$ cat src/gwf_pkg.sv
// ----------------------------------------------------------------------------
// gwf_pkg
// Shared constants, codes, command/status types and helpers for the water
// flow block.
// ----------------------------------------------------------------------------
package gwf_pkg;

  localparam int GRID_W  = 64;
  localparam int GRID_H  = 64;
  localparam int X_W     = 6;
  localparam int Y_W     = 6;
  localparam int ADDR_W  = X_W + Y_W;
  localparam int CELLS   = GRID_W * GRID_H;
  localparam int WATER_W = 16;
  localparam int NEXT_W  = 19;   // accumulator: old water plus four inflows
  localparam int NUM_W   = 40;   // amount * (r2 - d256)
  localparam int DEN_W   = 24;   // r2
  localparam int QUOT_W  = 16;

  localparam logic [ADDR_W-1:0] LAST_CELL = ADDR_W'(CELLS - 1);
  localparam logic [ADDR_W-1:0] FL_FIRST  = ADDR_W'(GRID_W + 1);
  localparam logic [ADDR_W-1:0] FL_LAST   = ADDR_W'((GRID_H - 2) * GRID_W + GRID_W - 2);
  localparam logic [X_W-1:0]    FL_X_LAST = X_W'(GRID_W - 2);

  // operation kinds
  localparam logic [2:0] K_TERRAIN = 3'd0;
  localparam logic [2:0] K_RAIN    = 3'd1;
  localparam logic [2:0] K_RADIAL  = 3'd2;
  localparam logic [2:0] K_CLEAR   = 3'd3;
  localparam logic [2:0] K_FLOW    = 3'd4;
  localparam logic [2:0] K_READ    = 3'd5;

  // sweep modes
  localparam logic [2:0] MD_INIT  = 3'd0;
  localparam logic [2:0] MD_RAIN  = 3'd1;
  localparam logic [2:0] MD_CLEAR = 3'd2;
  localparam logic [2:0] MD_COPY  = 3'd3;
  localparam logic [2:0] MD_FIN   = 3'd4;

  // neighbor selects
  localparam logic [2:0] NB_CTR = 3'd0;
  localparam logic [2:0] NB_XP  = 3'd1;
  localparam logic [2:0] NB_XM  = 3'd2;
  localparam logic [2:0] NB_YP  = 3'd3;
  localparam logic [2:0] NB_YM  = 3'd4;

  // configuration register indexes
  localparam logic REG_SPEED = 1'b0;
  localparam logic REG_INFIL = 1'b1;

  typedef struct packed {
    logic              in_load;
    logic              sweep_en;
    logic [2:0]        mode;
    logic [ADDR_W-1:0] addr;
    logic              tw_we;
    logic              rd_water;
    logic              rr_init;
    logic              rr_cell;
    logic              rr_start;
    logic              rr_write;
    logic              fl_rd;
    logic              fl_ud_rd;
    logic              fl_ud_wr;
    logic [2:0]        nb;
    logic              out_load;
  } cmd_t;

  typedef struct packed {
    logic [2:0] kind;
    logic       rr_in;
    logic       div_busy;
  } sts_t;

  function automatic logic [ADDR_W-1:0] nb_addr(input logic [ADDR_W-1:0] c,
                                                input logic [2:0] nb);
    logic [ADDR_W-1:0] r;
    case (nb)
      NB_XP:   r = c + ADDR_W'(1);
      NB_XM:   r = c - ADDR_W'(1);
      NB_YP:   r = c + ADDR_W'(GRID_W);
      NB_YM:   r = c - ADDR_W'(GRID_W);
      default: r = c;
    endcase
    return r;
  endfunction

  function automatic logic [WATER_W-1:0] sat_add(input logic [WATER_W-1:0] a,
                                                 input logic [WATER_W-1:0] b);
    logic [WATER_W:0] s;
    s = {1'b0, a} + {1'b0, b};
    return s[WATER_W] ? {WATER_W{1'b1}} : s[WATER_W-1:0];
  endfunction

endpackage

$ cat src/gwf_ctrl.sv
// ----------------------------------------------------------------------------
// gwf_ctrl
// Sequencer: reset clearing pass, operation decode, sweeps and per-cell
// steps, and the result handshake.
// ----------------------------------------------------------------------------
module gwf_ctrl import gwf_pkg::*; (
  input  logic clk_i,
  input  logic rst_ni,
  input  logic in_valid_i,
  output logic in_ready_o,
  output logic out_valid_o,
  input  logic out_ready_i,
  input  sts_t sts_i,
  output cmd_t cmd_o
);

  localparam logic [3:0] S_INIT    = 4'd0;
  localparam logic [3:0] S_IDLE    = 4'd1;
  localparam logic [3:0] S_DEC     = 4'd2;
  localparam logic [3:0] S_TW      = 4'd3;
  localparam logic [3:0] S_SWEEP   = 4'd4;
  localparam logic [3:0] S_RR_INIT = 4'd5;
  localparam logic [3:0] S_RR_CELL = 4'd6;
  localparam logic [3:0] S_RR_CHK  = 4'd7;
  localparam logic [3:0] S_RR_DIV  = 4'd8;
  localparam logic [3:0] S_RR_WR   = 4'd9;
  localparam logic [3:0] S_FL_RD   = 4'd10;
  localparam logic [3:0] S_FL_UPD  = 4'd11;
  localparam logic [3:0] S_RD      = 4'd12;
  localparam logic [3:0] S_DONE    = 4'd13;

  logic [3:0]        state_q, state_d;
  logic [ADDR_W-1:0] cnt_q, cnt_d;
  logic [3:0]        sub_q, sub_d;
  logic [2:0]        mode_q, mode_d;
  logic              out_valid_q, out_valid_d;
  logic [ADDR_W-1:0] cnt_inc, fl_next;

  assign cnt_inc = cnt_q + ADDR_W'(1);
  assign fl_next = (cnt_q[X_W-1:0] == FL_X_LAST) ? cnt_q + ADDR_W'(3) : cnt_inc;

  always_comb begin
    state_d     = state_q;
    cnt_d       = cnt_q;
    sub_d       = sub_q;
    mode_d      = mode_q;
    out_valid_d = out_valid_q;
    cmd_o       = '0;
    cmd_o.addr  = cnt_q;
    cmd_o.mode  = mode_q;
    in_ready_o  = 1'b0;

    if (out_ready_i) out_valid_d = 1'b0;

    unique case (state_q)
      S_INIT: begin
        cmd_o.sweep_en = 1'b1;
        cnt_d = cnt_inc;
        if (cnt_q == LAST_CELL) state_d = S_IDLE;
      end
      S_IDLE: begin
        in_ready_o = 1'b1;
        cmd_o.in_load = in_valid_i;
        if (in_valid_i) state_d = S_DEC;
      end
      S_DEC: begin
        cnt_d = '0;
        case (sts_i.kind)
          K_TERRAIN: state_d = S_TW;
          K_RAIN: begin
            mode_d  = MD_RAIN;
            state_d = S_SWEEP;
          end
          K_RADIAL: state_d = S_RR_INIT;
          K_CLEAR: begin
            mode_d  = MD_CLEAR;
            state_d = S_SWEEP;
          end
          K_FLOW: begin
            mode_d  = MD_COPY;
            state_d = S_SWEEP;
          end
          K_READ:  state_d = S_RD;
          default: state_d = S_DONE;
        endcase
      end
      S_TW: begin
        cmd_o.tw_we = 1'b1;
        state_d = S_DONE;
      end
      S_SWEEP: begin
        cmd_o.sweep_en = 1'b1;
        cnt_d = cnt_inc;
        if (cnt_q == LAST_CELL) begin
          if (mode_q == MD_COPY) begin
            cnt_d   = FL_FIRST;
            sub_d   = '0;
            state_d = S_FL_RD;
          end else begin
            state_d = S_DONE;
          end
        end
      end
      S_RR_INIT: begin
        cmd_o.rr_init = 1'b1;
        state_d = S_RR_CELL;
      end
      S_RR_CELL: begin
        cmd_o.rr_cell = 1'b1;
        state_d = S_RR_CHK;
      end
      S_RR_CHK: begin
        if (sts_i.rr_in) begin
          cmd_o.rr_start = 1'b1;
          state_d = S_RR_DIV;
        end else begin
          cnt_d   = cnt_inc;
          state_d = (cnt_q == LAST_CELL) ? S_DONE : S_RR_CELL;
        end
      end
      S_RR_DIV: begin
        if (!sts_i.div_busy) state_d = S_RR_WR;
      end
      S_RR_WR: begin
        cmd_o.rr_write = 1'b1;
        cnt_d   = cnt_inc;
        state_d = (cnt_q == LAST_CELL) ? S_DONE : S_RR_CELL;
      end
      S_FL_RD: begin
        cmd_o.fl_rd = sub_q != 4'd5;
        cmd_o.nb    = sub_q[2:0];
        sub_d = sub_q + 4'd1;
        if (sub_q == 4'd5) begin
          sub_d   = '0;
          state_d = S_FL_UPD;
        end
      end
      S_FL_UPD: begin
        cmd_o.fl_ud_rd = !sub_q[0];
        cmd_o.fl_ud_wr = sub_q[0];
        cmd_o.nb       = sub_q[3:1];
        sub_d = sub_q + 4'd1;
        if (sub_q == 4'd9) begin
          sub_d = '0;
          if (cnt_q == FL_LAST) begin
            cnt_d   = '0;
            mode_d  = MD_FIN;
            state_d = S_SWEEP;
          end else begin
            cnt_d   = fl_next;
            state_d = S_FL_RD;
          end
        end
      end
      S_RD: begin
        cmd_o.rd_water = 1'b1;
        state_d = S_DONE;
      end
      S_DONE: begin
        if (!out_valid_q || out_ready_i) begin
          cmd_o.out_load = 1'b1;
          out_valid_d    = 1'b1;
          state_d        = S_IDLE;
        end
      end
      default: state_d = S_IDLE;
    endcase
  end

  always_ff @(posedge clk_i or negedge rst_ni) begin
    if (!rst_ni) begin
      state_q     <= S_INIT;
      cnt_q       <= '0;
      sub_q       <= '0;
      mode_q      <= MD_INIT;
      out_valid_q <= 1'b0;
    end else begin
      state_q     <= state_d;
      cnt_q       <= cnt_d;
      sub_q       <= sub_d;
      mode_q      <= mode_d;
      out_valid_q <= out_valid_d;
    end
  end

  assign out_valid_o = out_valid_q;

endmodule

$ cat config.mk
export PLATFORM = sky130hd
export DESIGN_NAME = gwf_ctrl
export DESIGN_NICKNAME = d
export VERILOG_FILES = /design/src/gwf_pkg.sv /design/src/gwf_ctrl.sv
export SDC_FILE = /design/constraint.sdc
export NUM_CORES = 1
export LEC_CHECK = 0
export BUFFER_PORTS_ARGS = -buffer_cell sky130_fd_sc_hd__buf_2
export CAP_MARGIN = 20
export CORE_ASPECT_RATIO = 2
export CORE_UTILIZATION = 51
export DETAILED_ROUTE_END_ITERATION = 10
export GPL_TIMING_DRIVEN = 0
export PLACE_DENSITY = 0.77
export SKIP_CTS_REPAIR_TIMING = 1
export SLEW_MARGIN = 10
export SYNTH_ARGS = -nofsm -noshare
export SYNTH_HDL_FRONTEND = slang
export SYNTH_SLANG_ARGS = --single-unit
$ cat constraint.sdc
create_clock -name clk_i -period 2.1 [get_ports clk_i]
set_clock_uncertainty 0.2 [all_clocks]
set_input_delay 0.21 -clock clk_i [delete_from_list [all_inputs] [get_ports clk_i]]
set_output_delay 0.21 -clock clk_i [all_outputs]
set_load 0.03 [all_outputs]
==> results_dict.tcl <==
set metrics [dict create \
    clk_latency_ns 0.27 \
    final_nets 380 \
    switchingPower_mw 1.928 \
    crit_arrival_ns 2.21 \
    synth-xor-area-share 0.01569 \
    post-route-period-util 1.052 \
    final_max_slew_viol_count 0 \
    ys_warn_count 0 \
    ys_async_sr_fraction 1.000 \
    cts.clk_slew.worst_paths_ns 0.09 \
    drc 0 \
    slowest_delay_ns 0.46 \
    vias 2652 \
    initial_utilization 0.5409 \
    syn-num-nets 308 \
    dr.pass1.iters 5 \
    antenna_found_initial 0 \
    seq_area_um2 618.1 \
    hold_depth 3 \
    num_io_pins 41 \
    synth-seq-cells 24 \
    internal-power_mw 1.844 \
    port_buffers 40 \
    hold_viol_final 0 \
    synth_top_family_by_area "simple AND/OR/NAND/NOR gates" \
    slowest_stage "dfrtp_2" \
    power_frac_seq 0.191 \
    dp_slack_ns -0.4103 \
    fillers 355 \
    crit_end "cnt_q[2]" \
    cts_buffer_depth 2 \
    crit_fanout 6 \
    cts_tree "yes" \
    fmax_mhz 452.5 \
    critical_path_class "flip-flop to flip-flop" \
    rows 33 \
    grt_pass1_vias 2489 \
    gp_congestion 1.002 \
    fp.coreArea_um2 4129 \
    synthFlopType "dfrtp_1" \
    r2r_cells 9 \
    synth_compound_area_frac 0.2868 \
    synth_fa_ha_area_frac 0.02801 \
    overflow 0 \
    wirelength_um 7839 \
    grt_setup_unrepaired "true" \
    ir_drop_v 0.0009560 \
    period_needed_ns 2.210 \
    r2r_slack_ns -0.11 \
    area_delta_synth_final_pct 37.82 \
    fp.dieH_um 95.59 \
    cp_data_required_time_ns 2.10 \
    crit_path_end_kind "flip-flop" \
    r2r-end "cnt_q[2]" \
    r2r-start "cnt_q[0]" \
    routedWlPerCell_um 18.80 \
    layout-drive-gt1-share 0.4164 \
    ys_types 66 \
    place_hpwl_um 5493 \
    setup_viol 8 \
    hold-worst-slack_ns 0.04743 \
    violations "setup timing" \
    worstPathCellList "ha_4 > and3_4 > and3_4 > o31ai_4 > o21a_1 > buf_6 > buf_6 > nand3_1 > o21ai_1" \
    synth_edf_count 0 \
    outcome "finished with violations" \
    grtUsageTotal 0.3185 \
    clockRootBuffer "clkbuf_8" \
    syn_avg_cell_area_um2 7.597 \
    critPathLaunchType "flip-flop" \
    swShare 0.5111 \
    grt_max_degree 25 \
    num_antenna_cells 0 \
    dieArea_um2 4664 \
    dr.first_iter.drc_count 102 \
    leakagePower_nw 1.337 \
    critical_path.startpoint "cnt_q[0]" \
    multi_input_area_um2 1720 \
    ys_seq_area_frac 0.2689 \
    routed_via_density 6.360 \
    clockPowerShare 0.086 \
    worstMarginPinSlew_ns 0.5918 \
    cts_buffers 3 \
    final_common_cell "buf_2" \
    maxSlewHeadroom 0.6055 \
    synthCells 294 \
    maxCapViolCount 0 \
    syn_area_um2 2233 \
    drtAntennaViolNets 0 \
    layout_common_cells "buf_2 (41), nor2_1 (31), nand2_1 (30)" \
    grt_pass1_wl_um 11430 \
    hold_class "input port to flip-flop" \
    die_w_um 48.80 \
    synth-simple-area-share 0.3048 \
    cts.sinks 24 \
    power.share.combinational 0.723 \
    post_synth_mux_area_share 0.02801 \
    fin_ws_ns -0.1101 \
    h-tree-depth 1 \
    pwr_density_cell_nw_per_um2 1225 \
]
==> state kept, by name, indices dropped and copies added (netlist names) <==
signal	cells
out_valid_o	1
sub_q	4
cnt_q	12
state_q	4
mode_q	3
==> worst min-delay path by stage <==
stage / startpoint / endpoint / slack [ns]
2_1_floorplan: rst_ni / cnt_q[0] / -0.29
3_3_place_gp: rst_ni / cnt_q[6] / 0.03
3_5_place_dp: rst_ni / cnt_q[6] / 0.04
4_1_cts: rst_ni / cnt_q[6] / -0.25
5_1_grt: out_ready_i / out_valid_o / 0.06
6_report: out_ready_i / out_valid_o / 0.05
==> routing by layer <==
metal | up-vias | track usage | wire length [um]
met5 | - | 0 | 0
met4 | 0 | 0.2696 | 540
met3 | 47 | 0.02233 | 321
met2 | 125 | 0.6065 | 4273
met1 | 1260 | 0.3023 | 2703
li1 | 1220 | - | -
==> cells by family after synthesis <==
logic type / after synthesis
xor+xnor: 4
fa+ha+maj: 5
simple gates: 135
mux: 6
buf+inv: 29
compound gates: 91
flops: 24
==> cell usage after synthesis, types with 2 or more instances <==
cell type	count	area, um^2
ha_1	5	62.56
o21bai_1	2	15.01
buf_1	2	7.510
and4_1	2	17.52
xor2_1	2	17.52
a22oi_1	3	22.52
o22ai_1	3	18.77
buf_2	7	35.03
buf_6	4	45.04
a221oi_2	2	30.03
nand2_1	34	127.6
nand3b_1	2	15.01
o31ai_1	3	22.52
nor3_1	12	60.06
nand4_1	2	12.51
nand2b_1	5	31.28
a221oi_1	3	26.28
o211ai_1	2	15.01
a31oi_1	5	31.28
o21a_1	2	15.01
mux2_2	2	22.52
dfrtp_1	24	600.6
a21oi_1	27	135.1
nor2b_1	8	50.05
xnor2_1	2	17.52
mux2i_1	4	40.04
o21ai_0	16	80.08
nand3_1	17	85.08
a311oi_1	2	17.52
nor4_1	2	12.51
inv_1	12	45.04
a21o_1	2	15.01
nor2_1	33	123.9
and2_1	6	37.54
clkbuf_1	3	11.26
and3_1	2	12.51
==> layout make-up <==
| class | count | share of cell area |
|---|---|---|
| buffer | 16 | 0.04756 |
| timing repair buffer | 68 | 0.1370 |
| clock buffer | 4 | 0.01789 |
| multi-input combinational | 241 | 0.5589 |
| inverter | 12 | 0.01667 |
| tap | 52 | 0.02114 |
| sequential | 24 | 0.2008 |
==> metrics by stage <==
| stage | util | total power [mW] | area [um^2] | cells | setup TNS, ns |
|---|---|---|---|---|---|
| 2_1_floorplan | - | 2.230 | 2281 | 294 | -0.3329 |
| 3_3_place_gp | 0.6167 | 2.729 | 2546 | 386 | -5.220 |
| 3_5_place_dp | 0.6167 | 2.751 | 2546 | 386 | -5.498 |
| 4_1_cts | 0.6300 | 3.080 | 2601 | 390 | -7.482 |
| 5_1_grt | 0.7455 | 3.971 | 3078 | 417 | -1.309 |
| 6_report | 0.7455 | 3.772 | 3078 | 417 | -0.5629 |
==> power groups by stage <==
stage	Combinational (mW)	Sequential (mW)	Clock, mW
3_5_place_dp	2.03	0.717	0
5_1_grt	2.89	0.735	0.342
4_1_cts	2.04	0.708	0.329
2_1_floorplan	1.48	0.748	0
3_3_place_gp	2.02	0.711	0
6_report	2.73	0.720	0.325
==> worst max-delay path: cells and delay by family, from the launching register on <==
| family | cells | cell delay [ns] |
|---|---|---|
| compound gates | 3 | 0.52 |
| simple gates | 3 | 0.49 |
| flops | 1 | 0.46 |
| buf+inv | 2 | 0.27 |
| fa+ha+maj | 1 | 0.19 |
No activity file was read; power rests on OpenSTA's default activity.
